`src/sv/gult_pkg.sv`:
```
`timescale 1ns / 1ps
// Shared types, codes and microcode table for the graph update log table.
// Depends on nothing; every other file of the block imports it.

package gult_pkg;

   // Field widths fixed by the interface.
   localparam int VTX_W      = 10;
   localparam int CMD_W      = 2;
   localparam int KIND_W     = 2;
   localparam int STATUS_W   = 2;
   localparam int LOG_W      = 12;
   localparam int REQ_DATA_W = 24;
   localparam int RSP_DATA_W = 16;

   // Command codes.
   localparam logic [CMD_W-1:0] CMD_INSERT = 2'd0;
   localparam logic [CMD_W-1:0] CMD_LIST   = 2'd1;
   localparam logic [CMD_W-1:0] CMD_CHECK  = 2'd2;
   localparam logic [CMD_W-1:0] CMD_SPARE  = 2'd3;

   // Destination kinds of an insert.
   localparam logic [KIND_W-1:0] DK_DELETE = 2'd1;
   localparam logic [KIND_W-1:0] DK_ADD    = 2'd2;

   // Kinds held in the upper bits of a vertex log entry.
   localparam logic [1:0] LOG_NONE  = 2'd0;
   localparam logic [1:0] LOG_EDGE  = 2'd1;
   localparam logic [1:0] LOG_DEL   = 2'd2;
   localparam logic [1:0] LOG_ADDED = 2'd3;

   // Result status codes.
   localparam logic [STATUS_W-1:0] STATUS_OK        = 2'd0;
   localparam logic [STATUS_W-1:0] STATUS_LOG_FULL  = 2'd1;
   localparam logic [STATUS_W-1:0] STATUS_POOL_FULL = 2'd2;

   // Microprogram steps.
   typedef enum logic [2:0] {
      ST_CLEAR,
      ST_FETCH,
      ST_INSERT,
      ST_LIST_HEAD,
      ST_LIST_WALK,
      ST_CHECK,
      ST_SPARE
   } step_type;

   // Jump conditions of a control word.
   typedef enum logic [2:0] {
      JMP_ALWAYS,
      JMP_IF_CLEAR_DONE,
      JMP_DISPATCH,
      JMP_IF_HEAD_NULL,
      JMP_IF_WALK_LAST
   } jump_type;

   // Format of the result beat built in a step.
   typedef enum logic [2:0] {
      ROW_INSERT,
      ROW_EMPTY,
      ROW_WALK,
      ROW_CHECK,
      ROW_ZERO
   } row_type;

   // One control word of the microprogram.
   typedef struct packed {
      logic     accept;
      logic     clear;
      logic     insert;
      logic     emit;
      logic     pool_head;
      logic     pool_walk;
      row_type  row;
      jump_type jump;
      step_type target_t;
      step_type target_f;
   } ucode_type;

   // Controls from the sequencer to the datapath; insert, emit and pool_rd are gated by the stall.
   typedef struct packed {
      logic    ready;
      logic    clear;
      logic    insert;
      logic    emit;
      logic    pool_rd;
      logic    pool_walk;
      row_type row;
   } ctrl_type;

   // Conditions from the datapath back to the sequencer.
   typedef struct packed {
      logic clear_done;
      logic head_null;
      logic walk_last;
      logic out_busy;
   } cond_type;

   // Fields of one input beat.
   typedef struct packed {
      logic [KIND_W-1:0] dst_kind;
      logic [VTX_W-1:0]  other_vertex;
      logic [VTX_W-1:0]  vertex;
      logic [CMD_W-1:0]  command;
   } req_type;

   // Fields of one result beat.
   typedef struct packed {
      logic [STATUS_W-1:0] status;
      logic [VTX_W-1:0]    neighbor;
      logic                neighbor_valid;
      logic                last;
      logic                changed;
      logic                deleted_node;
      logic                new_node;
      logic                has_new_log;
   } rsp_type;

   // The microprogram itself.
   function automatic ucode_type ucode_rom(step_type step);
      ucode_type word;
      word = '0;
      word.jump     = JMP_ALWAYS;
      word.target_t = ST_FETCH;
      word.target_f = ST_FETCH;
      word.row      = ROW_ZERO;
      unique case (step)
         ST_CLEAR: begin
            word.clear    = 1'b1;
            word.jump     = JMP_IF_CLEAR_DONE;
            word.target_f = ST_CLEAR;
         end
         ST_FETCH: begin
            word.accept   = 1'b1;
            word.jump     = JMP_DISPATCH;
            word.target_f = ST_FETCH;
         end
         ST_INSERT: begin
            word.insert = 1'b1;
            word.emit   = 1'b1;
            word.row    = ROW_INSERT;
         end
         ST_LIST_HEAD: begin
            word.emit      = 1'b1;
            word.pool_head = 1'b1;
            word.row       = ROW_EMPTY;
            word.jump      = JMP_IF_HEAD_NULL;
            word.target_f  = ST_LIST_WALK;
         end
         ST_LIST_WALK: begin
            word.emit      = 1'b1;
            word.pool_walk = 1'b1;
            word.row       = ROW_WALK;
            word.jump      = JMP_IF_WALK_LAST;
            word.target_f  = ST_LIST_WALK;
         end
         ST_CHECK: begin
            word.emit = 1'b1;
            word.row  = ROW_CHECK;
         end
         ST_SPARE: begin
            word.emit = 1'b1;
            word.row  = ROW_ZERO;
         end
         default: begin
            word.jump = JMP_ALWAYS;
         end
      endcase
      return word;
   endfunction

   // Entry step of each command.
   function automatic step_type dispatch(logic [CMD_W-1:0] command);
      step_type step;
      unique case (command)
         CMD_INSERT: step = ST_INSERT;
         CMD_LIST:   step = ST_LIST_HEAD;
         CMD_CHECK:  step = ST_CHECK;
         default:    step = ST_SPARE;
      endcase
      return step;
   endfunction

endpackage

```
`src/sv/gult_sequencer.sv`:
```
`timescale 1ns / 1ps
// Step counter and microcode decode of the graph update log table.
// Depends on gult_pkg for the control word table and the control structs.

module gult_sequencer
   import gult_pkg::*;
(
   input  logic             clock,
   input  logic             reset,
   input  logic             req_valid,
   input  logic [CMD_W-1:0] req_command,
   input  cond_type         cond,
   output ctrl_type         ctrl
);

   step_type  step_ff;
   step_type  step_in;
   ucode_type word;
   logic      go;
   logic      accept;

   // Step register; reset starts the clearing pass.
   always_ff @(posedge clock) begin
      if (reset) begin
         step_ff <= ST_CLEAR;
      end else begin
         step_ff <= step_in;
      end
   end

   // Fetch the control word, stall while a result beat cannot be placed,
   // and resolve the jump.
   always_comb begin
      word    = ucode_rom(step_ff);
      go      = !(word.emit && cond.out_busy);
      accept  = word.accept && req_valid;
      step_in = step_ff;
      if (go) begin
         unique case (word.jump)
            JMP_ALWAYS:        step_in = word.target_t;
            JMP_IF_CLEAR_DONE: step_in = cond.clear_done ? word.target_t : word.target_f;
            JMP_DISPATCH:      step_in = accept ? dispatch(req_command) : word.target_f;
            JMP_IF_HEAD_NULL:  step_in = cond.head_null ? word.target_t : word.target_f;
            JMP_IF_WALK_LAST:  step_in = cond.walk_last ? word.target_t : word.target_f;
            default:           step_in = ST_FETCH;
         endcase
      end

      ctrl.ready     = word.accept;
      ctrl.clear     = word.clear;
      ctrl.insert    = word.insert && go;
      ctrl.emit      = word.emit && go;
      ctrl.pool_rd   = (word.pool_head || word.pool_walk) && go;
      ctrl.pool_walk = word.pool_walk;
      ctrl.row       = word.row;
   end

endmodule

```
`config.mk`:
```
export PLATFORM = sky130hd
export DESIGN_NAME = gult_sequencer
export DESIGN_NICKNAME = d
export VERILOG_FILES = /design/src/sv/gult_pkg.sv /design/src/sv/gult_sequencer.sv
export SDC_FILE = /design/constraint.sdc
export NUM_CORES = 1
export LEC_CHECK = 0
export BUFFER_PORTS_ARGS = -buffer_cell sky130_fd_sc_hd__buf_2
export CORE_AREA = 5 5 42 44
export DETAILED_ROUTE_END_ITERATION = 6
export DIE_AREA = 0 0 47 49
export GPL_ROUTABILITY_DRIVEN = 1
export REMOVE_ABC_BUFFERS = 1
export SYNTH_ARGS = -nofsm -noshare
export SYNTH_HDL_FRONTEND = slang
export SYNTH_SLANG_ARGS = --single-unit
```
`constraint.sdc`:
```
create_clock -name clock -period 1.12 [get_ports clock]
set_input_delay 0.224 -clock clock [delete_from_list [all_inputs] [get_ports clock]]
set_output_delay 0.224 -clock clock [all_outputs]
set_load 0.01 [all_outputs]
```
==> metrics <==
placed cells=93; CP endpoint kind=output port; area grow syn2layout=77.2%; H-Tree Depth=1; Crit path max-delay family=flip-flops; clock network fraction of total power=0.268; Highest Clock Rate=736 MHz; first-pass GRT wire length=2240 µm; R2R depth=4; Seq pwr share=0.207; post-route design area=709 µm²; Critical-path top delay cell=dfxtp_2; Congestion Overflow GR=0; CP Cell Sequence=buf_6 > nor4_4 > buf_2; number of global-route vias before repair=534; endpoints failing setup=11; CP Depth=3; Multi-input gate area=335 µm²; largest net degree at the start of global routing=9; Final Hold Fails=0; Vias/cell=5.10; Tcrit/Tclk final=1.21; Comb pwr share=0.525; biggest regs=step_ff: 3 flops; total CTS buffers=3; routability congestion estimate=0.821; wire length per cell=12.9 µm; synthesized area=400 µm²; initial antenna violation count=0; Antenna Cells=0; num rows=14; Ys Warns=0; Slew headroom=0.830; RSZ-0062 raised after global routing=yes; Psw=273 µW; sum of negative setup slack=-1.67 ns; kind of critical path=register to output port; unique cell type count in the Yosys netlist=32; Max-Cap Viols=0; synthesized instance count=51; Routed Antenna Nets=0; min cycle time layout=1.36 ns; Ports=18; Top reg by flops=step_ff; P_leak=0.000358 µW; cts hold-fix bufs=0; worst-case vdd ir drop=0.529 mV; DRC viols=0; layout cells sized above 1=0.619; Clock Skew=0.00796 ns; Critical Path Fanout Max=6; pwr/cell area=1050 nW/µm²; Switching Fraction=0.367; hpwl dp=906 µm; number of flip-flops in the largest register=3; core footprint=1400 µm²; pin slew with the least headroom to its limit=0.251 ns; Cell Area, Placed=581 µm²; DR pass1 iterations=4; die area=2300 µm²; most frequent cells in the layout=buf_2 (16), buf_4 (13), buf_6 (6), nor2_1 (5); root buffer cell=clkbuf_4; CP Launch Point=step_ff[2]; Register Area=68.8 µm²; worst hold slack=0.186 ns; TritonCTS clock tree=done; flop-to-flop setup slack=-0.09 ns; fin. max-slew vios=0; total number of vias=510; Seq/Total Area, Yosys=0.150; Hold Path Class=input port to register; post-synthesis average cell area=7.85 µm²; Required @ worst endpoint=0.90 ns; Die Ht=49 µm; Reg-to-Reg End=step_ff[0]; HP Start=reset; GRT Overall Usage=0.129; Post-Layout Cell Count=100; fill cell count=152; startpoint types=register; failing checks=setup timing; Final nets=97; Clock Path Buffers=2; register clock-pin slew on the reported worst setup and hold paths=0.04 ns; Critical Path AT=1.13 ns; Clock Latency Late Sink=0.24 ns; Placement Setup Slack=-0.127 ns; Final WS setup=-0.238 ns; #FFs+latches synth=3; status=complete, but fails checks; CP bufs+invs=2; Critical R2R Launch=step_ff[2]; Initial Util=0.286; Die Wd=47 µm; crit-path max cell delay=0.33 ns; Sink Count=3; CP Capture Point=ctrl[6]; internal cell power=472 µW; number of DRC markers in iteration 0=11; buffers added on ports=17; Post-Route WL=1290 µm; leading cell type in the layout, fill and taps excluded=buf_2
==> per-layer routing <==
metal | vias up | global-route usage | wire (µm)
met5 | - | 0 | 0
met4 | 0 | 0.0553 | 12
met3 | 2 | 0.0258 | 76
met2 | 18 | 0.208 | 675
met1 | 240 | 0.159 | 524
li1 | 250 | - | -
==> cells by family (layout without fill, tap and decap cells) <==
| logic type | after synthesis | in the layout | share of synthesized area |
|---|---|---|---|
| xor+xnor | 1 | 1 | 0.0219 |
| mux | 1 | 1 | 0.0375 |
| fa+ha+maj | 3 | 3 | 0.0938 |
| buf+inv | 9 | 42 | 0.122 |
| compound gates | 14 | 14 | 0.278 |
| flops | 3 | 3 | 0.150 |
| simple gates | 20 | 20 | 0.297 |
==> cells in the mapped netlist (all sizes together) <==
cell | n | area share
nand4bb | 1 | 0.028
o211a | 1 | 0.025
o21a | 1 | 0.019
nor2 | 6 | 0.056
nand2b | 2 | 0.050
dfxtp | 3 | 0.15
clkbuf | 1 | 0.0094
mux2 | 1 | 0.037
o21bai | 2 | 0.037
o311a | 1 | 0.025
nor4 | 1 | 0.016
nor4b | 1 | 0.022
and3b | 1 | 0.022
o221ai | 1 | 0.022
ha | 3 | 0.094
o21ai | 1 | 0.012
a21o | 1 | 0.019
nor3b | 1 | 0.019
buf | 5 | 0.084
a21oi | 1 | 0.012
a221oi | 1 | 0.037
a31oi | 3 | 0.047
nor3 | 2 | 0.025
nor2b | 2 | 0.031
inv | 3 | 0.028
nand2 | 3 | 0.028
a32oi | 1 | 0.022
xnor2 | 1 | 0.022
==> power groups by stage <==
stage,clock network [µW],registers [µW],logic (µW)
floorplan,0,166,129
global placement,0,147,311
detailed placement,0,148,315
CTS,198,152,369
global route,219,157,426
finish,200,154,392
==> worst reg2reg max path: cells and delay by family, from the launching register on <==
kind / cells / cell delay, ns
buf+inv: 3 / 0.42
compound gates: 1 / 0.35
flops: 1 / 0.33
==> worst min-delay path by stage <==
stage	to	cells past startpoint
floorplan	step_ff[2]	1
global placement	step_ff[2]	2
detailed placement	step_ff[2]	2
CTS	step_ff[2]	2
global route	step_ff[2]	2
finish	step_ff[1]	2
==> metrics by stage <==
step | power (µW) | util
floorplan | 295 | -
global placement | 457 | 0.414
detailed placement | 463 | 0.414
CTS | 719 | 0.490
global route | 802 | 0.506
finish | 746 | 0.506
==> repair_timing <==
action,in CTS,in global routing
hold endpoints to repair,0,0
pin swaps,3,2
setup endpoints to repair,12,12
setup buffers,3,0
gates resized for setup,15,6
==> cell type report <==
type | count | area share
clock buffers | 4 | 0.0370
inverters | 3 | 0.0194
multi-input cells | 39 | 0.473
flip-flops and latches | 3 | 0.0970
well taps | 16 | 0.0282
repair buffers | 35 | 0.346
No activity file was read; power rests on OpenSTA's default activity.
